### config.mk
export PLATFORM = sky130hd
export DESIGN_NAME = avr_front
export DESIGN_NICKNAME = d
export VERILOG_FILES = /design/src/rtl/avr_pkg.sv /design/src/rtl/avr_front.sv
export SDC_FILE = /design/constraint.sdc
export NUM_CORES = 2
export LEC_CHECK = 0
export ABC_AREA = 1
export BUFFER_PORTS_ARGS = -buffer_cell sky130_fd_sc_hd__buf_4
export CAP_MARGIN = 0
export CORE_ASPECT_RATIO = 1.75
export CORE_MARGIN = 2
export CORE_UTILIZATION = 55
export DETAILED_ROUTE_END_ITERATION = 10
export PLACE_DENSITY = 0.71
export SLEW_MARGIN = 0
export SYNTH_ARGS = -nofsm -noshare
export SYNTH_HDL_FRONTEND = slang
export SYNTH_SLANG_ARGS = --single-unit
### constraint.sdc
create_clock -name clk -period 9.5 [get_ports clk]
set_input_delay 0.475 -clock clk [delete_from_list [all_inputs] [get_ports clk]]
set_output_delay 0.475 -clock clk [all_outputs]
set_load 0.05 [all_outputs]
### src/rtl/avr_pkg.sv
package avr_pkg;

  localparam int FIELD_W = 21;
  localparam int CFG_W   = 63;
  localparam int SIZE_FW = 7;
  localparam int COORD_W = 8;
  localparam int INVAL_W = 16;
  localparam int OUT_W   = 24;
  localparam int IDX_W   = 3;
  localparam int PW      = 32;
  localparam logic [OUT_W-1:0] OUT_MAX = {OUT_W{1'b1}};

  localparam logic [IDX_W-1:0] REG_STEP_I  = 3'd0;
  localparam logic [IDX_W-1:0] REG_STEP_J  = 3'd1;
  localparam logic [IDX_W-1:0] REG_STEP_K  = 3'd2;
  localparam logic [IDX_W-1:0] REG_ORIGIN  = 3'd3;
  localparam logic [IDX_W-1:0] REG_SIZE    = 3'd4;
  localparam logic [IDX_W-1:0] REG_NEAREST = 3'd5;

  localparam logic [CFG_W-1:0]   STEP_I_RST  = 63'd2048;
  localparam logic [CFG_W-1:0]   STEP_J_RST  = 63'd4294967296;
  localparam logic [CFG_W-1:0]   STEP_K_RST  = 63'd9007199254740992;
  localparam logic [3*SIZE_FW-1:0] SIZE_RST  = 21'd1056832;

  typedef enum logic [1:0] {
    K_WRITE,
    K_NEAR,
    K_TRI,
    K_OUT
  } kind_t;

  typedef enum logic [1:0] {
    F_IDLE,
    F_CALC,
    F_PUSH
  } front_state_t;

  typedef enum logic [2:0] {
    B_IDLE,
    B_WRITE,
    B_READ,
    B_WAIT,
    B_DONE
  } back_state_t;

  function automatic logic signed [FIELD_W-1:0] field_sel(input logic [CFG_W-1:0] r,
                                                         input logic [1:0] ax);
    logic signed [FIELD_W-1:0] f;
    unique case (ax)
      2'd0:    f = r[FIELD_W-1:0];
      2'd1:    f = r[2*FIELD_W-1:FIELD_W];
      2'd2:    f = r[3*FIELD_W-1:2*FIELD_W];
      default: f = '0;
    endcase
    return f;
  endfunction

endpackage

### src/rtl/avr_front.sv
module avr_front
  import avr_pkg::*;
#(
  parameter int MAX_DIM    = 64,
  parameter int VOXEL_BITS = 16,
  parameter int FRAC_BITS  = 11,
  parameter int DW         = 6,
  parameter int EW         = 2 + VOXEL_BITS + 3*FRAC_BITS + 3*DW
) (
  input  logic                  clk,
  input  logic                  rst,
  input  logic                  cfg_write,
  input  logic [IDX_W-1:0]      cfg_index,
  input  logic [CFG_W-1:0]      cfg_data,
  input  logic                  in_valid,
  output logic                  in_stall,
  input  logic                  mode,
  input  logic [COORD_W-1:0]    coord_x,
  input  logic [COORD_W-1:0]    coord_y,
  input  logic [COORD_W-1:0]    coord_z,
  input  logic [INVAL_W-1:0]    voxel_value,
  output logic                  push_valid,
  input  logic                  push_ready,
  output logic [EW-1:0]         push_entry
);

  localparam int SZW = $clog2(MAX_DIM + 1);

  logic [CFG_W-1:0]     step_i, step_j, step_k, origin;
  logic [3*SIZE_FW-1:0] vol_size;
  logic                 nearest;

  front_state_t state, state_next;
  logic [1:0]   ax;
  logic         it_mode;
  logic [COORD_W-1:0] it_x, it_y, it_z;
  logic [VOXEL_BITS-1:0] it_v;
  logic signed [PW-1:0] p_reg [3];

  logic signed [PW-1:0] p_calc;
  logic [DW-1:0]        base [3];
  logic [FRAC_BITS-1:0] frac [3];
  logic                 outside;
  logic                 wr_outside;
  kind_t                kind;

  always_ff @(posedge clk) begin
    if (rst) begin
      step_i   <= STEP_I_RST;
      step_j   <= STEP_J_RST;
      step_k   <= STEP_K_RST;
      origin   <= '0;
      vol_size <= SIZE_RST;
      nearest  <= 1'b0;
    end else if (cfg_write) begin
      unique case (cfg_index)
        REG_STEP_I:  step_i   <= cfg_data;
        REG_STEP_J:  step_j   <= cfg_data;
        REG_STEP_K:  step_k   <= cfg_data;
        REG_ORIGIN:  origin   <= cfg_data;
        REG_SIZE:    vol_size <= cfg_data[3*SIZE_FW-1:0];
        REG_NEAREST: nearest  <= cfg_data[0];
        default: ;
      endcase
    end
  end

  // one axis per cycle: offset plus three coordinate products
  always_comb begin
    logic signed [PW-1:0] ex, ey, ez;
    ex = PW'($signed({1'b0, it_x}));
    ey = PW'($signed({1'b0, it_y}));
    ez = PW'($signed({1'b0, it_z}));
    p_calc = PW'(field_sel(origin, ax))
           + ex * PW'(field_sel(step_i, ax))
           + ey * PW'(field_sel(step_j, ax))
           + ez * PW'(field_sel(step_k, ax));
  end

  always_comb begin
    logic [SIZE_FW-1:0] sf;
    logic [SZW-1:0]     s;
    logic [PW-1:0]      lim;
    logic [PW-1:0]      up;
    logic [PW-1:0]      rnd;
    outside = 1'b0;
    for (int a = 0; a < 3; a++) begin
      sf  = vol_size[a*SIZE_FW +: SIZE_FW];
      s   = (SZW'(sf) > SZW'(MAX_DIM) || sf > SIZE_FW'(MAX_DIM > 127 ? 127 : MAX_DIM))
            ? SZW'(MAX_DIM) : SZW'(sf);
      lim = (PW'(s) - PW'(1)) << FRAC_BITS;
      up  = p_reg[a];
      rnd = up + (PW'(1) << (FRAC_BITS - 1));
      if (s < SZW'(2) || p_reg[a] < 0 || up >= lim) outside = 1'b1;
      base[a] = nearest ? rnd[FRAC_BITS +: DW] : up[FRAC_BITS +: DW];
      frac[a] = up[FRAC_BITS-1:0];
    end
  end

  assign wr_outside = ({1'b0, it_x} >= 9'(MAX_DIM)) || ({1'b0, it_y} >= 9'(MAX_DIM))
                   || ({1'b0, it_z} >= 9'(MAX_DIM));

  always_comb begin
    if (!it_mode)     kind = K_WRITE;
    else if (outside) kind = K_OUT;
    else if (nearest) kind = K_NEAR;
    else              kind = K_TRI;
  end

  always_comb begin
    if (kind == K_WRITE) begin
      push_entry = {kind, it_v, {3*FRAC_BITS{1'b0}},
                    it_z[DW-1:0], it_y[DW-1:0], it_x[DW-1:0]};
    end else begin
      push_entry = {kind, it_v, frac[2], frac[1], frac[0], base[2], base[1], base[0]};
    end
  end

  always_ff @(posedge clk) begin
    if (rst) begin
      state <= F_IDLE;
    end else begin
      state <= state_next;
    end
  end

  always_comb begin
    state_next = state;
    in_stall   = 1'b1;
    push_valid = 1'b0;
    unique case (state)
      F_IDLE: begin
        in_stall = 1'b0;
        if (in_valid) state_next = mode ? F_CALC : F_PUSH;
      end
      F_CALC: begin
        if (ax == 2'd2) state_next = F_PUSH;
      end
      F_PUSH: begin
        push_valid = !(!it_mode && wr_outside);
        if (!push_valid || push_ready) state_next = F_IDLE;
      end
      default: state_next = F_IDLE;
    endcase
  end

  always_ff @(posedge clk) begin
    if (state == F_IDLE && in_valid) begin
      it_mode <= mode;
      it_x    <= coord_x;
      it_y    <= coord_y;
      it_z    <= coord_z;
      it_v    <= VOXEL_BITS'(voxel_value);
      ax      <= 2'd0;
    end else if (state == F_CALC) begin
      p_reg[ax] <= p_calc;
      ax        <= ax + 2'd1;
    end
  end

endmodule

# Word-level counts from Yosys, hierarchy flattened
# Memory sizes are Yosys's and may differ from the RTL's.
# Index checks and enable logic that the tools add are counted.
classes:
  addsub: 10
  muxes: 27
  reduce_logical: 24
  magnitude_cmp: 15
  eq_ne: 12
  multipliers: 3
ops:
  columns: ["operator", "n"]
  rows:
  - ["case mux 21 bit (3 select lines)", 4]
  - [">= comparator 32 bit", 3]
  - ["< comparator 32 x 1 -> 1 bit (second input constant)", 3]
  - ["multiplier 9 x 21 -> 30 bit", 3]
  - ["adder 17 x 11 -> 17 bit (second input constant)", 3]
  - ["2-to-1 mux 51 bit", 1]
  - ["adder 31 x 30 -> 32 bit", 1]
  - ["adder 32 x 30 -> 32 bit", 1]
  - ["adder 21 x 30 -> 31 bit", 1]
  - [">= comparator 8 x 7 -> 1 bit (second input constant)", 3]
  - ["subtractor 7 x 1 -> 8 bit (second input constant)", 3]
  - ["> comparator 7 bit (second input constant)", 3]
  - ["< comparator 7 x 2 -> 1 bit (second input constant)", 3]
  - ["2-to-1 mux 7 bit", 3]
  - ["2-to-1 mux 6 bit", 3]
  - ["2-to-1 mux 2 bit", 7]
  - ["AND reduction 2 bit", 6]
  - ["logical OR 1 bit", 9]
  - ["2-to-1 mux 1 bit", 8]
  - ["equality test 3 x 2 -> 1 bit (second input constant)", 2]
  - ["equality test 3 bit (second input constant)", 2]
  - ["zero test 2 bit", 3]
  - ["inequality test 2 bit (second input constant)", 3]
  - ["case mux 2 bit (3 select lines)", 1]
  - ["8 further kinds", 12]
word_totals:
  output_inout_bits: 71
  mem_bits_rw: 96
  ff_bits: 319
  memories: 1
memory_table:
  columns: ["memory", "words", "width", "read_ports", "rd_ports_with_merged_regs", "wr", "line", "rtl"]
  rows:
  - ["p_reg", 3, 32, 3, 0, 1, "avr_front.sv:38", "logic signed [PW-1:0] p_reg [3];"]

# Longest topological paths before layout
depth:
  word_depth: 12
  depth_mapped: 36

# Least setup slack after synthesis
# No wires, ideal clock.
synth_path:
  kind: "register to register"
  start: "reg ax[0]"
  end: "mem p_reg[0][31] (data pin)"
  setup_slack_ns: 2.874
  setup_ns: 0.262
  arrival_ns: 6.364
  required_ns: 9.238
  period_less_slack_ns: 6.626
  stages_incl_launch_ff: 32
  path_cell_list: "dfxtp_1 inv_1 ha_1 buf_2 buf_2 nand2_1 nand3_1 nand2_1 nor2_1 inv_1 fa_1 inv_1 fa_1 inv_1 fa_1 inv_1 fa_1 fa_1 fa_1 inv_1 fa_1 inv_1 ha_1 nand2_1 nor2_1 inv_1 nor2_1 inv_1 nor4_2 a21oi_1 nand2_1 nand2_1"
synth_between:
  elab_chain_cells: 6
  word_cells_on_any_way: 13
  cone_classes: "3 x add/sub; 3 x mul; 2 x eq/ne; 4 x mux; 1 x reduce/logical"
synth_rtl:
  columns: ["item", "line", "rtl"]
  rows:
  - ["start, declared", "avr_front.sv:34", "logic [1:0] ax;"]
  - ["start signal, assigned", "avr_front.sv:157", "ax <= ax + 2'd1;"]
  - ["equality test 2 bit (tied with other cells)", "avr_pkg.sv:49", "unique case (ax)"]
  - ["case mux 21 bit (3 select lines)", "avr_pkg.sv:49", null]
  - ["multiplier 9 x 21 -> 30 bit", "avr_front.sv:75", "+ ex * PW'(field_sel(step_i, ax))"]
  - ["adder 21 x 30 -> 31 bit", "avr_front.sv:75", null]
  - ["adder 31 x 30 -> 32 bit", "avr_front.sv:76", "+ ey * PW'(field_sel(step_j, ax))"]
  - ["adder 32 x 30 -> 32 bit (*)", "avr_front.sv:77", "+ ez * PW'(field_sel(step_k, ax));"]
  - ["net p_calc[31]", "avr_front.sv:40", "logic signed [PW-1:0] p_calc;"]
  - ["end, declared", "avr_front.sv:38", null]
# Mark *: on every way through the listed nets, which the timed path passes. The rest lies on a longest branch.

# Final worst setup path
layout_path:
  start: "reg ax[0]"
  end: "mem p_reg[0][28] (data pin)"
# Same word-level chain as after synthesis.

==> summary by stage <==
Run status
The flow ran to the end, and the final reports show no timing, DRC or antenna violations.

Clock network
The CTS sink count is 415. The cell sitting at the root of the clock tree is a clkbuf_16. The clock tree from TritonCTS is done. Clock-pin slew was measured on the worst setup and hold paths at 70 ps. The later pin in the worst-skew pair is clocked with a latency of 600 ps.

The total of cells resized after clock tree synthesis is 0. For this design, the CTS-stage hold fixing added 0 buffers. Buffers inserted during clock tree synthesis total 39. The clock tree synthesis step divided the H-tree into 2 levels. The number of setup buffers added after CTS is 0. The maximum buffer depth of the clock tree is 3.

STA
For the pin with the worst max-slew slack, the measured transition is 1250 ps. Setup repair after global routing left no endpoint under its margin. The final number of setup-violating endpoints is 0. The total negative setup slack is 0 ps. The max-slew violation count is 0. The final hold slack is 50.1 ps. The final critical path time including I/O delays and setup is 8350 ps. Static timing analysis puts the maximum clock frequency at 120 MHz. In the finished design, the share of the clock period the worst path needs comes to 0.879. The minimum setup slack in the final design is 1150 ps. Measured against its own limit, the worst slew margin works out to 0.166. The number of hold violations in the final report was 0. Clock skew on the completed layout was measured at 23.3 ps.

Place
Routability-driven placement finished with a final weighted congestion of 0.995. Summed over all nets, the half-perimeter wirelength after detailed placement is 94,800 µm. The post-place instance area is 0.0397 mm². Port buffering added 182 buffers.

Before CTS, the worst setup slack after placement is 1280 ps.

Floorplan
The die footprint is 0.0703 mm². The core outline area is 0.0675 mm². The horizontal die dimension is 201 µm. The starting density of the core is 0.555. Pin placement for this block handled 183 I/O pins.

The number of core rows is 126. The floorplan step set the die height to 349 µm.

Route
The number of detailed-route iterations in the first pass is 5. After detailed routing, the average wire length per cell comes to 20.7 µm. The post-detailed-routing wire length is 116,000 µm. The first routing iteration left 2,455 violations.

Dividing the detail-routed via count by the number of cells gives 5.42. After detailed routing, the number of remaining DRC violations is 0. The detailed router placed 30,351 vias in this run. The detail route stage leaves a number of antenna-violating nets equal to 0.

Run
Max-cap violations in this run came to 0.

Synthesis
The share of the Yosys chip area taken by registers is 0.258. The number of warning messages in the yosys log is 0. The number of nets in the synthesized netlist is 5,450.

Counting flops with an async set or reset pin after synthesis yields a share of 0. The count of mapped cells out of synthesis is 4,578. The synthesized design contains 137 enable-type register cells. The cell area that synthesis handed to floorplanning was 0.0375 mm². The most used flip-flop cell after synthesis is dfxtp_1. The unique cell type count in the Yosys netlist is 46. The post-synthesis area per instance is 8.18 µm². The flip-flop and latch count after synthesis is 415.

Power and ir drop
The design draws 9.17 mW. Summed over all cells, the static leakage comes to 20.4 nW. The power density over cell area is 224 mW/mm². The worst-case vdd ir drop is 0.246 mV.

Setup path
The worst setup path is of the register to register kind. STA classifies the critical path endpoint as a register. The data required time at the worst endpoint is 9910 ps. The kind of start point of the critical path is a register. The most critical setup path has its startpoint at ax[0]$_SDFFE_PP0P_.

In this run the worst path has a maximum fanout of 32. The data arrival time at the worst-slack endpoint is 8770 ps. In this run the critical register-to-register path is launched from ax[0]$_SDFFE_PP0P_.

GRT
Global routing finished with a remaining overflow of 0. The via count of the first global-routing pass came to 31,381. Entering global routing, the biggest net connects 114 pins.

The global-route total usage across every layer is 0.334. The number of antenna violations at the first check in global routing is 1. The first global-routing pass estimated 177,000 µm of wire.

Layout
The register with the most flip-flops in the layout has 96 of them. The final instance area is 0.0410 mm². Compared with the post-synthesis result, the final layout area differs by 9.40%.

Leaving out fill and tap cells, the most frequent cell in the layout is inv_1. In the final layout, the share of cells above drive strength 1 is 0.0717. The top cell types in the final layout, fill and taps aside, are inv_1, nor2_1, nand2_1, fa_1, o21ai_0.

Counting the fill cells in the layout gives 6,219. The net count of the finished layout is 5,545. The number of antenna diodes in the final layout is 0.

Hold path
The path class of the tightest hold or removal check is primary input to register. The launch point of the worst hold path is coord_y[2].
[cell usage after synthesis, types with 2 or more instances]
cell type	count	area, µm²
buf_2	22	110
nand4_1	17	106
inv_2	7	26.3
nor4_1	2	12.5
clkbuf_1	128	480
xnor2_1	19	166
fa_1	541	10800
buf_1	19	71.3
o21bai_1	4	30.0
o21ai_0	300	1500
nand2_2	8	50.1
o211ai_1	3	22.5
a21oi_1	149	746
o21ai_2	5	43.8
and2_0	2	12.5
a31o_2	3	26.3
ha_1	219	2740
o21ai_1	10	50.1
o221ai_1	21	184
a21o_1	5	37.5
o22ai_1	4	25.0
nand3_2	7	70.1
inv_1	953	3580
nor2_2	4	25.0
dfxtp_1	278	5570
nor3_1	8	40.0
xor2_1	33	289
a31oi_1	3	18.8
nor2_4	4	45.0
o31ai_1	2	15.0
nand3_1	100	500
edfxtp_1	137	4110
clkinv_1	7	26.3
nand2_1	743	2790
nor2_1	800	3000
[per-layer routing]
metal  vias up  GRT usage  share of wire  wire [µm]
li1      13951          -              -          -
met1     14802      0.376           0.35      41100
met2      1243      0.599           0.51      58900
met3       355     0.0349          0.058       6710
met4         0      0.224          0.080       9290
met5         -          0              0          0
[path summary, 6_finish.rpt]
path / end / slack [ps] / cells after the start
setup / recovery: p_reg[0][28]$_DFFE_PP_ / 1150 / 27
setup reg to reg: p_reg[0][28]$_DFFE_PP_ / 1150 / 27
hold / removal: it_y[2]$_DFFE_PP_ / 50 / 1
hold reg to reg: origin[53]$_SDFFE_PP0P_ / 450 / 2
[critical path, cell delays in order (launching register included)]
cell	delay (ps)
dfxtp_1	340
inv_1	130
ha_2	690
nand2_1	110
nand3_1	150
nand2_1	220
nor2_1	350
inv_1	110
fa_1	590
inv_1	140
fa_1	500
inv_1	50
fa_1	490
fa_1	540
inv_1	60
fa_1	480
fa_1	560
inv_1	50
fa_1	480
inv_1	50
ha_1	360
nand2_1	160
nor2_1	170
inv_1	120
nor3_1	490
nand3_1	320
nand3_1	200
xor2_1	220
[where the power goes]
part	internal, mW	switching, mW	leakage, nW	total [mW]
clock network	0.917	0.739	0.644	1.66
logic	1.60	3.45	16.2	5.05
registers	2.36	0.0954	3.53	2.46
[metrics by stage]
| step | cells | util |
|---|---|---|
| after floorplan | 4578 | - |
| after global routing | 5599 | 0.607 |
| after detailed placement | 5528 | 0.588 |
| after CTS | 5599 | 0.607 |
| final | 5599 | 0.607 |
| after global placement | 5528 | 0.588 |
[cells by family after synthesis]
logic type	Yosys count	share of synthesized area
AO/OA/AOI/OAI	512	0.0729
XOR/XNOR	52	0.0122
adder cells (fa/ha/maj)	760	0.362
buffers and inverters	1138	0.115
flip-flops	415	0.258
AND/OR/NAND/NOR	1701	0.179
[layout make-up]
| cell class | count | area [µm²] | area share |
|---|---|---|---|
| clock inverters | 15 | 196 | 0.00479 |
| flip-flops and latches | 415 | 9680 | 0.236 |
| inverters | 967 | 3630 | 0.0887 |
| well taps | 896 | 1120 | 0.0274 |
| multi-input cells | 3025 | 23500 | 0.574 |
| clock buffers | 56 | 1120 | 0.0274 |
| repair buffers | 225 | 1710 | 0.0418 |
Power figures use the tool's default switching activity.
