### config.mk
export PLATFORM = sky130hd
export DESIGN_NAME = avr_queue
export DESIGN_NICKNAME = d
export VERILOG_FILES = /design/src/rtl/avr_pkg.sv /design/src/rtl/avr_queue.sv
export SDC_FILE = /design/constraint.sdc
export NUM_CORES = 1
export LEC_CHECK = 0
export ABC_AREA = 1
export BUFFER_PORTS_ARGS = -buffer_cell sky130_fd_sc_hd__buf_2
export CORE_MARGIN = 4
export CORE_UTILIZATION = 53
export CTS_CLUSTER_DIAMETER = 100
export DETAILED_ROUTE_END_ITERATION = 12
export HOLD_SLACK_MARGIN = 0.15
export PLACE_DENSITY = 0.8
export SETUP_SLACK_MARGIN = 0.4
export SYNTH_ARGS = -nofsm -noshare
export SYNTH_HDL_FRONTEND = slang
export SYNTH_SLANG_ARGS = --single-unit
### constraint.sdc
create_clock -name clk -period 2.05 [get_ports clk]
set_input_delay 0.1025 -clock clk [delete_from_list [all_inputs] [get_ports clk]]
set_output_delay 0.1025 -clock clk [all_outputs]
set_load 0.02 [all_outputs]
### src/rtl/avr_pkg.sv
package avr_pkg;

  localparam int FIELD_W = 21;
  localparam int CFG_W   = 63;
  localparam int SIZE_FW = 7;
  localparam int COORD_W = 8;
  localparam int INVAL_W = 16;
  localparam int OUT_W   = 24;
  localparam int IDX_W   = 3;
  localparam int PW      = 32;
  localparam logic [OUT_W-1:0] OUT_MAX = {OUT_W{1'b1}};

  localparam logic [IDX_W-1:0] REG_STEP_I  = 3'd0;
  localparam logic [IDX_W-1:0] REG_STEP_J  = 3'd1;
  localparam logic [IDX_W-1:0] REG_STEP_K  = 3'd2;
  localparam logic [IDX_W-1:0] REG_ORIGIN  = 3'd3;
  localparam logic [IDX_W-1:0] REG_SIZE    = 3'd4;
  localparam logic [IDX_W-1:0] REG_NEAREST = 3'd5;

  localparam logic [CFG_W-1:0]   STEP_I_RST  = 63'd2048;
  localparam logic [CFG_W-1:0]   STEP_J_RST  = 63'd4294967296;
  localparam logic [CFG_W-1:0]   STEP_K_RST  = 63'd9007199254740992;
  localparam logic [3*SIZE_FW-1:0] SIZE_RST  = 21'd1056832;

  typedef enum logic [1:0] {
    K_WRITE,
    K_NEAR,
    K_TRI,
    K_OUT
  } kind_t;

  typedef enum logic [1:0] {
    F_IDLE,
    F_CALC,
    F_PUSH
  } front_state_t;

  typedef enum logic [2:0] {
    B_IDLE,
    B_WRITE,
    B_READ,
    B_WAIT,
    B_DONE
  } back_state_t;

  function automatic logic signed [FIELD_W-1:0] field_sel(input logic [CFG_W-1:0] r,
                                                         input logic [1:0] ax);
    logic signed [FIELD_W-1:0] f;
    unique case (ax)
      2'd0:    f = r[FIELD_W-1:0];
      2'd1:    f = r[2*FIELD_W-1:FIELD_W];
      2'd2:    f = r[3*FIELD_W-1:2*FIELD_W];
      default: f = '0;
    endcase
    return f;
  endfunction

endpackage

### src/rtl/avr_queue.sv
module avr_queue
  import avr_pkg::*;
#(
  parameter int EW = 8
) (
  input  logic          clk,
  input  logic          rst,
  input  logic          push_valid,
  output logic          push_ready,
  input  logic [EW-1:0] push_entry,
  output logic          pop_valid,
  input  logic          pop,
  output logic [EW-1:0] pop_entry
);

  logic [EW-1:0] slot [2];
  logic          wptr, rptr;
  logic [1:0]    count;
  logic          do_push, do_pop;

  assign push_ready = (count != 2'd2);
  assign pop_valid  = (count != 2'd0);
  assign pop_entry  = slot[rptr];
  assign do_push    = push_valid && push_ready;
  assign do_pop     = pop && pop_valid;

  always_ff @(posedge clk) begin
    if (rst) begin
      wptr  <= 1'b0;
      rptr  <= 1'b0;
      count <= 2'd0;
    end else begin
      if (do_push) wptr <= !wptr;
      if (do_pop)  rptr <= !rptr;
      count <= count + 2'(do_push) - 2'(do_pop);
    end
  end

  always_ff @(posedge clk) begin
    if (do_push) slot[wptr] <= push_entry;
  end

endmodule

==> Yosys cells after proc, flatten, opt, wreduce, memory -nomap -nowiden <==
Memories as Yosys holds them, arrays and structs flattened. A register that Yosys moved wholly into a read port is not among the register bits.
Index checks and enable logic that the tools add are counted.
{ "classes": {"addsub": 2, "n_mul": 0, "div_mod_pow": 0, "magnitude_cmp": 0, "n_eq_ne": 1, "shifts": 0, "n_mux": 4, "n_bitwise": 0, "n_reduce_logical": 5} }
{ "op_table": {"columns": ["op", "count"], "rows": [
  ["$mux W1", 4],
  ["$add A2 B1 Y2", 1],
  ["$logic_and A1 B1 Y1", 2],
  ["$logic_not A1 Y1", 2],
  ["$ne A2 B2 Y1 const B", 1],
  ["$reduce_bool A2 Y1", 1],
  ["$sub A2 B1 Y2", 1]
]} }
{ "word_totals": {"regBits": 4, "latchBits": 0, "ram_bits": 16, "romBits": 0, "inputBits": 12, "n_memories": 1} }
{ "memory_table": {"columns": ["memory", "depth", "word_bits", "rd", "rd_clocked_by_memory_dff", "wr", "line_no", "rtl"], "rows": [
  ["slot", 2, 8, 1, 1, 1, "avr_queue.sv:16", "logic [EW-1:0] slot [2];"]
]} }

==> Logic depth before layout (Yosys ltp) <==
Gate-level depths: netlist (run 1).
{ "logic_depth": {"word_depth": 4, "ltp_mapped": 11} }

==> Least setup slack after synthesis (run 1) <==
No wires, ideal clock.
{ "synth_path": {"kind": "reg-to-reg", "startpoint": "register count[0]", "endpoint": "memory slot[0][0], enable pin", "setup_time_ns": 0.370, "arrival_ns": 1.007, "required_time_ns": 1.680, "setup_slack_ns": 0.673, "stages_incl_launch_ff": 5, "n_path_buf": 0, "cell_sequence": "dfxtp_1 -> inv_1 -> nand2_2 -> nand2_4 -> nor2_1"} }
{ "synth_via": {"elab_chain_cells": 4} }
{ "synth_rtl": {"columns": ["item", "line_no", "rtl"], "rows": [
  ["start: declaration", "avr_queue.sv:18", "logic [1:0] count;"],
  ["start signal: assignment", "avr_queue.sv:35", "count <= count + 2'(do_push) - 2'(do_pop);"],
  ["$ne A2 B2 Y1", "avr_queue.sv:21", "assign push_ready = (count != 2'd2);"],
  ["via push_ready", "avr_queue.sv:9", "output logic push_ready,"],
  ["$logic_and A1 B1 Y1", "avr_queue.sv:24", "assign do_push = push_valid && push_ready;"],
  ["$mux W1", "avr_queue.sv:40", "if (do_push) slot[wptr] <= push_entry;"],
  ["$mux W1 (implied by the code)", "avr_queue.sv:40", null],
  ["end: declaration", "avr_queue.sv:16", null]
]} }
The timed path passes the listed nets, and every way through them passes these cells.

==> run_results.csv, run 1 <==
group,metric,value,unit
flow_run,maxCapViolCount,0,
setup_path,critical_path.top_delay_family,"flip-flops",
timing,period_share,72.8,%
clock_tree,path_clk_slew,110,ps
pwr,leakage,0.000454,uW
logic_synthesis,yosysWarnings,0,
logic_synthesis,synth_ff_type,"edfxtp_1",
logic_synthesis,synth.distinct_cells,16,
grt,antenna_found_initial,0,
setup_path,cpPeakStageDelay,550,ps
timing,fin_skew,4.18,ps
grt,grt_pass1_wl,1970,um
grt,grt.total_usage,13.1,%
final_layout,multi_input_area,223,um^2
logic_synthesis,syn_nets,74,
clock_tree,postCtsSetupBuffers,0,
logic_synthesis,avgSynthCellArea,13.7,um^2
setup_path,crit_path_top_delay_cell,"dfxtp_1",
logic_synthesis,ys_ff_latch,21,
clock_tree,clockRootBuffer,"clkbuf_4",
timing,fmaxAchievable,670,MHz
final_layout,nets,110,
clock_tree,insertion_delay,300,ps
final_layout,layout-drive-gt1-share,41.7,%
final_layout,antenna_cells,0,
final_layout,areaGrowthSynthToFinish,30.4,%
timing,finalHoldViolCount,0,
timing,period_minus_slack,1490,ps
timing,setup_viol,0,
placement,hpwl,899,um
die,row_count,14,
hold_path,min_path_cells,5,
clock_tree,cts_tree,"done",
logic_synthesis,synthTopCellsByArea,"edfxtp_1 57%, dfxtp_1 12%, mux2_2 11%",
final_layout,seqCellArea,581,um^2
logic_synthesis,async_flop_share,0,%
drt,routed_wirelength,1360,um
die,core,1510,um^2
drt,first_iter_violations,4,
final_layout,nFillCells,107,
clock_tree,clock_path_buffers,2,
drt,vias,531,
timing,worstMarginPinSlew,479,ps
clock_tree,cts_max_level,1,
logic_synthesis,synth_top_area_share,57.3,%
timing,relSlewSlack,68.1,%
die,die_area,2280,um^2
logic_synthesis,synth_enable_flop_cells,16,
setup_path,critPathMaxFanout,8,
hold_path,hp-class,"in -> reg",
clock_tree,clock-sinks,21,
setup_path,critPathRequiredTime,1950,ps
setup_path,end_kind,"output port",
setup_path,crit_chain,"mux2_2 -> buf_2",
die,die_x,47.8,um
setup_path,critPathArrivalTime,1390,ps
logic_synthesis,netlist_area,838,um^2
logic_synthesis,ys_top_cells_by_count,"16 x edfxtp_1, 8 x inv_1, 8 x mux2_2, 6 x nand2_1, 6 x nor2_1",
timing,rsz0062_at_grt,"no",
setup_path,crit_buf_inv,1,
placement,portBuffers,21,
drt,routedWlPerCell,12.1,um
timing,fin_tns_setup,0,ps
grt,grt_max_degree,13,
drt,drc,0,
die,initial_core_util,55.6,%
grt,grt_pass1_vias,513,
clock_tree,cts_buffers,3,
setup_path,critPathKind,"reg -> out",
setup_path,cp-start-kind,"flip-flop",
pwr,total_power,1270,uW
pwr,power_density,1160,nW/um^2
setup_path,path_depth,2,
die,die_h,47.8,um
run_status,status,"finished clean",
drt,drtAntennaViolNets,0,
logic_synthesis,ys_seq_area_share,69.3,%
timing,maxSlewViolCount,0,
grt,overflow,0,
placement,gp_congestion,0.680,
logic_synthesis,synth_top_area_cell,"edfxtp_1",
drt,avgViaCountPerCell,4.74,
logic_synthesis,yosysMostFrequentCell,"edfxtp_1",
pwr,ir_drop,0.000682,V
die,io_pins,22,
setup_path,r2r_cells,10,
drt,dr.pass1.iters,2,
logic_synthesis,syn_inst,61,
routing by layer:
metal	global-route usage, %	routed length, um	part of all wire, %	vias up
met5	0	0	0	-
met4	4.84	0	0	0
met3	6.39	78	5.8	0
met2	23.7	733	54	13
met1	12.6	544	40	245
li1	-	-	-	273
layout make-up:
cell class	count	share of cell area, %
clock buffer	3	2.06
clock inverter	1	0.458
inverter	8	2.75
multi-input combinational	31	20.4
sequential	21	53.1
tap	16	1.83
timing repair buffer	32	19.5
worst paths after layout:
kind                       start                  end  slack, ps
max reg2reg  count[0]$_SDFF_PP0_  count[1]$_SDFF_PP0_        590
max                    flip-flop         pop_entry[2]        560
min reg2reg    rptr$_SDFFE_PP0P_            flip-flop        510
min                          pop            flip-flop        250
report_power, final:
group / internal [uW] / leakage [uW] / switching [uW]
sequential: 547 / 0.000191 / 53.6
clock: 72.7 / 0.0000177 / 121
combinational: 194 / 0.000245 / 278
state kept, by name, summed over array words and instances (netlist names), named ones only:
name   count
count      2
wptr       1
rptr       1
slot      16
tightest hold or removal path, cell delays in order:
cell	delay [ps]
buf_2	100
inv_1	80
nor2_4	60
nor2_1	120
nor2_1	60
placed cells by master, fill, tap and decap left out:
master and instances:
nor2_4 1, buf_2 21, clkinv_2 1, clkbuf_4 3, edfxtp_1 16, mux2_2 8
nor2_1 6, nand2_1 6, buf_4 1, nand3_1 1, inv_1 8, nand2_4 1
dlygate4sd3_1 10, xnor2_1 1, dfxtp_1 5, a21oi_1 2, nand2_2 1, nor2_2 2
nor3_2 1, ha_1 1
per-stage QoR:
stage | hold slack [ps] | utilization [%] | setup slack [ps] | instance area (um^2) | instances
after floorplan | 172 | - | 673 | 838 | 61
after CTS | 251 | 72.6 | 516 | 1090 | 112
final | 249 | 72.6 | 558 | 1090 | 112
after detailed placement | 294 | 64.1 | 668 | 966 | 98
after global routing | 295 | 72.6 | 444 | 1090 | 112
after global placement | 290 | 64.1 | 718 | 966 | 98
cell families (layout without fill, tap and decap cells):
logic type               count (synthesis)  count (layout)  synth area share, %
flip-flops                              21              21                 69.3
AND/OR/NAND/NOR                         19              19                 12.1
buffers and inverters                    9              44                 4.18
multiplexers                             8               8                 10.7
AO/OA/AOI/OAI                            2               2                 1.19
adder cells (fa/ha/maj)                  1               1                 1.49
XOR/XNOR                                 1               1                 1.04
what timing repair did:
action	4_1_cts	5_1_grt
hold buffers	10	0
gates resized for setup	0	0
setup endpoints to repair	0	0
endpoints found under the hold margin	21	0
(Power assumes the default switching activity.)
==> inputs of run 2 (changes only) <==
--- a/config.mk
+++ b/config.mk
@@ -8,11 +8,11 @@
 export ABC_AREA = 1
 export BUFFER_PORTS_ARGS = -buffer_cell sky130_fd_sc_hd__buf_2
 export CORE_MARGIN = 4
-export CORE_UTILIZATION = 53
+export CORE_UTILIZATION = 49
 export CTS_CLUSTER_DIAMETER = 100
 export DETAILED_ROUTE_END_ITERATION = 12
 export HOLD_SLACK_MARGIN = 0.15
-export PLACE_DENSITY = 0.8
+export PLACE_DENSITY = 0.75
 export SETUP_SLACK_MARGIN = 0.4
 export SYNTH_ARGS = -nofsm -noshare
 export SYNTH_HDL_FRONTEND = slang
==> constraint.sdc (replaced) <==
create_clock -name clk -period 1.5 [get_ports clk]
set_input_delay 0.075 -clock clk [delete_from_list [all_inputs] [get_ports clk]]
set_output_delay 0.075 -clock clk [all_outputs]
set_load 0.02 [all_outputs]
==> run_results.csv, run 2 (synthesized netlist as in run 1, its figures left out) <==
group,metric,value,unit
pwr,pwr-share-comb,49.0,%
die,die_area,2440,um^2
pwr,p_sw,802,uW
timing,fin_tns_setup,0,ps
placement,hpwl,996,um
timing,period_minus_slack,1330,ps
setup_path,r2r_cells,10,
clock_tree,clockRootBuffer,"clkbuf_4",
timing,fin_skew,5.07,ps
setup_path,cpPeakStageDelay,380,ps
placement,gp_congestion,0.714,
grt,grt_pass1_vias,604,
timing,fmaxAchievable,751,MHz
final_layout,seqCellArea,592,um^2
setup_path,rrSetupSlack,170,ps
grt,antenna_found_initial,0,
drt,first_iter_violations,10,
placement,placed_cell_area,991,um^2
final_layout,fin_util,85.1,%
grt,overflow,0,
die,initial_core_util,53.8,%
final_layout,nFillCells,72,
setup_path,critPathRequiredTime,1710,ps
final_layout,largest_reg_flops,16,
run_status,status,"finished clean",
clock_tree,clock-sinks,21,
final_layout,max_flop_register,"slot",
placement,portBuffers,21,
die,row_count,14,
drt,routed_wirelength,1940,um
timing,period_share,88.7,%
die,die_x,49.4,um
pwr,p_clk_share,11.8,%
grt,grt_pass1_wl,2640,um
drt,drtAntennaViolNets,0,
clock_tree,cts_max_level,1,
drt,routedWlPerCell,16.1,um
final_layout,reg.largest.list,"slot x16, count x2",
timing,setup_ws,169,ps
pwr,netSwitchingFraction,35.7,%
timing,hold_ws,354,ps
drt,vias,625,
grt,grt_max_degree,12,
clock_tree,cts_tree,"done",
hold_path,hold_start,"push_valid",
pwr,power_density,1690,nW/um^2
pwr,p_int,1450,uW
grt,grt.total_usage,14.5,%
flow_run,maxCapViolCount,0,
final_layout,multi_input_area,320,um^2
timing,worstMarginPinSlew,193,ps
final_layout,layout_common_cells,"16 x edfxtp_1, 13 x buf_2, 12 x buf_6",
drt,dr.pass1.iters,4,
pwr,ir_drop,0.00103,V
setup_path,critPathArrivalTime,1540,ps
timing,finalHoldViolCount,0,
timing,relSlewSlack,87.1,%
final_layout,areaGrowthSynthToFinish,58.2,%
placement,place_ws,134,ps
setup_path,cp-startpoint,"count[0]$_SDFF_PP0_",
hold_path,min_path_cells,6,
setup_path,critPathMaxFanout,3,
final_layout,layout-drive-gt1-share,57.7,%
timing,setup_viol,0,
setup_path,critical_path.top_delay_family,"simple AND/OR/NAND/NOR gates",
hold_path,hp-class,"in -> reg",
setup_path,reg2reg_from,"count[0]$_SDFF_PP0_",
final_layout,antenna_cells,0,
timing,maxSlewViolCount,0,
pwr,power.share.sequential,39.2,%
die,io_pins,22,
setup_path,end_kind,"flip-flop",
setup_path,crit_path_top_delay_cell,"dfxtp_4",
timing,rsz0062_at_grt,"yes",
die,core,1560,um^2
clock_tree,path_clk_slew,110,ps
final_layout,mostFrequentLayoutCell,"edfxtp_1",
drt,drc,0,
final_layout,nets,118,
setup_path,cp-start-kind,"flip-flop",
die,die_h,49.4,um
setup_path,crit_chain,"nor2_4 -> nor2_4 -> xnor2_4 -> ha_4 -> inv_2 -> nand2_2 -> nand2_2 -> nand3_2 -> nand2_1 -> nor2_1",
clock_tree,cts_buffers,3,
hold_path,min_to,"count[0]$_SDFF_PP0_",
pwr,leakage,0.000556,uW
drt,avgViaCountPerCell,5.21,
setup_path,crit_buf_inv,1,
final_layout,final_area,1330,um^2
setup_path,rr_endpoint,"count[1]$_SDFF_PP0_",
clock_tree,insertion_delay,300,ps
clock_tree,clock_path_buffers,2,
setup_path,critPathKind,"reg -> reg",
[run 2: cell count changes in the layout (fill, tap and decap cells not counted), moves of 2 or more]
cell / delta
inv_2: +3
buf_2: -8
mux2_2: -8
dfxtp_1: -3
nor2_4: +3
inv_1: -3
buf_6: +12
buf_4: +4
dfxtp_4: +3
nor2_2: -2
nand2_1: -2
mux2_4: +8
[run 2: repair_timing]
| item | CTS | global route |
|---|---|---|
| setup endpoints to repair | 23 | 28 |
| gates resized for setup | 18 | 27 |
| gates cloned | 0 | 0 |
| pin swaps | 6 | 9 |
| hold endpoints to repair | 21 | 0 |
| setup buffers | 4 | 2 |
| hold buffers | 10 | 0 |
[run 2: metrics by stage]
step	instances	power, uW
6_report	120	2250
5_1_grt	120	2380
4_1_cts	118	1950
3_5_place_dp	100	1500
3_3_place_gp	100	1470
2_1_floorplan	61	1310
[run 2: cell type report]
| cell class | instances | area share (%) |
|---|---|---|
| clock buffer | 4 | 1.98 |
| timing repair buffer | 40 | 25.5 |
| tap | 16 | 1.51 |
| sequential | 21 | 44.6 |
| multi-input combinational | 31 | 24.2 |
| inverter | 8 | 2.26 |
[run 2: layer usage]
layer / GRT usage, % / up-vias / wire [um]
met4: 6.16 / 0 / 13
met5: 0 / - / 0
met2: 24.3 / 24 / 1070
met3: 3.36 / 2 / 80
li1: - / 290 / -
met1: 17.6 / 309 / 771
[run 2: worst max-delay path by stage]
stage | to | slack [ps] | depth (start not counted)
6_report | count[1]$_SDFF_PP0_ | 170 | 10
2_1_floorplan | count[1]$_SDFF_PP0_ | 210 | 11
4_1_cts | count[1]$_SDFF_PP0_ | 180 | 10
3_5_place_dp | count[1]$_SDFF_PP0_ | 130 | 10
5_1_grt | count[1]$_SDFF_PP0_ | 100 | 10
3_3_place_gp | count[1]$_SDFF_PP0_ | 210 | 10
[run 2: power by group through the flow]
stage / Combinational (uW) / Sequential (uW) / Clock, uW
2_1_floorplan: 493 / 813 / 0
3_3_place_gp: 630 / 842 / 0
3_5_place_dp: 649 / 850 / 0
4_1_cts: 823 / 867 / 260
5_1_grt: 1180 / 897 / 296
6_report: 1100 / 881 / 265
[run 2: worst register-to-register path: cells and delay by family, from the launching register on]
kind                       cells  cell delay [ps]
DFF                            1              380
xor gates and xnor gates       1              140
and+or+nand+nor                7              510
adders and majority gates      1              170
buffers and inverters          1               50
==> inputs of run 3 (changes only) <==
--- a/config.mk
+++ b/config.mk
@@ -10,9 +10,10 @@
 export CORE_MARGIN = 4
 export CORE_UTILIZATION = 49
 export CTS_CLUSTER_DIAMETER = 100
+export CTS_CLUSTER_SIZE = 12
 export DETAILED_ROUTE_END_ITERATION = 12
 export HOLD_SLACK_MARGIN = 0.15
-export PLACE_DENSITY = 0.75
+export PLACE_DENSITY = 0.71
 export SETUP_SLACK_MARGIN = 0.4
 export SYNTH_ARGS = -nofsm -noshare
 export SYNTH_HDL_FRONTEND = slang
==> run_results.csv, run 3 (synthesized netlist as in run 1, its figures left out) <==
group,metric,value,unit
clock_tree,insertion_delay,310,ps
final_layout,reg.largest.list,"slot x16, count x2",
clock_tree,cts_buffers,3,
timing,period_minus_slack,1380,ps
setup_path,critPathRequiredTime,1540,ps
pwr,power_density,1710,nW/um^2
die,die_h,49.4,um
drt,first_iter_violations,25,
timing,fmaxAchievable,724,MHz
run_status,status,"finished clean",
final_layout,nFillCells,66,
timing,setup_viol,0,
placement,gp_congestion,0.693,
drt,routed_wirelength,2240,um
final_layout,max_flop_register,"slot",
final_layout,layout_common_cells,"16 x edfxtp_1, 15 x buf_6, 11 x buf_2",
timing,finalHoldViolCount,0,
timing,rsz0062_at_grt,"yes",
drt,drc,0,
flow_run,maxCapViolCount,0,
timing,relSlewSlack,85.9,%
pwr,leakage,0.000587,uW
clock_tree,clock-sinks,21,
drt,routedWlPerCell,17.9,um
final_layout,layout-drive-gt1-share,62.4,%
setup_path,rr_endpoint,"slot[0][1]$_DFFE_PP_",
setup_path,critPathKind,"reg -> reg",
drt,vias,643,
hold_path,hold_start,"pop",
final_layout,antenna_cells,0,
grt,grt_max_degree,13,
die,die_area,2440,um^2
die,initial_core_util,53.8,%
pwr,netSwitchingFraction,36.2,%
setup_path,end_kind,"flip-flop",
pwr,p_int,1520,uW
hold_path,hp-class,"in -> reg",
die,die_x,49.4,um
grt,grt_pass1_wl,2680,um
placement,portBuffers,21,
die,io_pins,22,
die,core,1560,um^2
clock_tree,cts_tree,"done",
hold_path,min_to,"count[1]$_SDFF_PP0_",
setup_path,rrSetupSlack,120,ps
final_layout,nets,123,
setup_path,critPathMaxFanout,8,
die,row_count,14,
timing,period_share,92.1,%
placement,hpwl,907,um
clock_tree,clock_path_buffers,2,
final_layout,areaGrowthSynthToFinish,65.4,%
setup_path,r2r_cells,7,
final_layout,largest_reg_flops,16,
hold_path,min_path_cells,6,
grt,overflow,0,
drt,drtAntennaViolNets,0,
drt,avgViaCountPerCell,5.14,
setup_path,reg2reg_from,"count[0]$_SDFF_PP0_",
grt,antenna_found_initial,0,
grt,grt.total_usage,14.6,%
grt,grt_pass1_vias,618,
pwr,p_sw,859,uW
clock_tree,clockRootBuffer,"clkbuf_4",
final_layout,mostFrequentLayoutCell,"edfxtp_1",
pwr,p_clk_share,11.8,%
timing,maxSlewViolCount,0,
setup_path,critPathArrivalTime,1420,ps
timing,hold_ws,381,ps
pwr,power.share.sequential,37.3,%
pwr,total_power,2380,uW
setup_path,cp-start-kind,"flip-flop",
pwr,ir_drop,0.00161,V
final_layout,multi_input_area,325,um^2
timing,fin_tns_setup,0,ps
clock_tree,cts_max_level,1,
timing,fin_skew,1.44,ps
placement,placed_cell_area,983,um^2
timing,worstMarginPinSlew,211,ps
clock_tree,path_clk_slew,120,ps
drt,dr.pass1.iters,4,
final_layout,final_area,1390,um^2
pwr,pwr-share-comb,50.9,%
final_layout,seqCellArea,592,um^2
## run 3: changes by cell type in the layout (fill, tap and decap cells not counted), sizes merged
cell,change
clkbuf,-1
buf,+5
clkinv,+1
## run 3: worst max path at each step
| stage | start | endpoint | slack [ps] | cells past startpoint |
|---|---|---|---|---|
| after floorplan | count[0]$_SDFF_PP0_ | count[1]$_SDFF_PP0_ | 210 | 11 |
| after global placement | count[0]$_SDFF_PP0_ | count[1]$_SDFF_PP0_ | 200 | 10 |
| after detailed placement | count[0]$_SDFF_PP0_ | count[1]$_SDFF_PP0_ | 170 | 10 |
| after CTS | count[1]$_SDFF_PP0_ | count[1]$_SDFF_PP0_ | 170 | 10 |
| after global routing | count[0]$_SDFF_PP0_ | slot[0][3]$_DFFE_PP_ | 50 | 7 |
| final | count[0]$_SDFF_PP0_ | slot[0][1]$_DFFE_PP_ | 120 | 7 |
## run 3: layout make-up
class                           count  area share (%)
Sequential cell                    21            42.7
Timing Repair Buffer               45            28.2
Multi-Input combinational cell     31            23.5
Inverter                            8            2.17
Clock buffer                        3            1.62
Tap cell                           16            1.44
Clock inverter                      1           0.361
## run 3: metal layers
metal / vias up / GRT usage (%) / part of all wire [%]
met2: 23 / 26.1 / 52
met4: 0 / 5.69 / 1.9
met1: 314 / 16.6 / 42
li1: 300 / - / -
met5: - / 0 / 0
met3: 6 / 3.36 / 4.1
## run 3: worst max-delay path, stage by stage (launching register included)
cell and delay (ps):
dfxtp_4 390, inv_2 50, nand2_4 70, nand2_4 80
buf_4 150, buf_6 120, nor2_4 100, buf_6 150
## run 3: power by group through the flow
stage                     Combinational, uW  Sequential (uW)  Clock, uW
final                                  1210              885        282
after global routing                   1300              902        310
after CTS                               845              866        269
after detailed placement                635              851          0
after global placement                  624              844          0
after floorplan                         493              813          0
## run 3: through the flow
step | util (%) | cells | setup slack (ps)
6_report | 88.9 | 125 | 118
4_1_cts | 79.7 | 121 | 166
3_3_place_gp | 63.1 | 99 | 203
2_1_floorplan | - | 61 | 214
5_1_grt | 88.9 | 125 | 47.1
3_5_place_dp | 63.1 | 99 | 173
## run 3: repair_timing
| action | CTS | global route |
|---|---|---|
| setup endpoints to repair | 19 | 29 |
| hold endpoints to repair | 21 | 0 |
| gates resized for setup | 20 | 32 |
| buffers inserted | 8 | 4 |
| hold buffers | 10 | 0 |
| pin swaps | 9 | 13 |
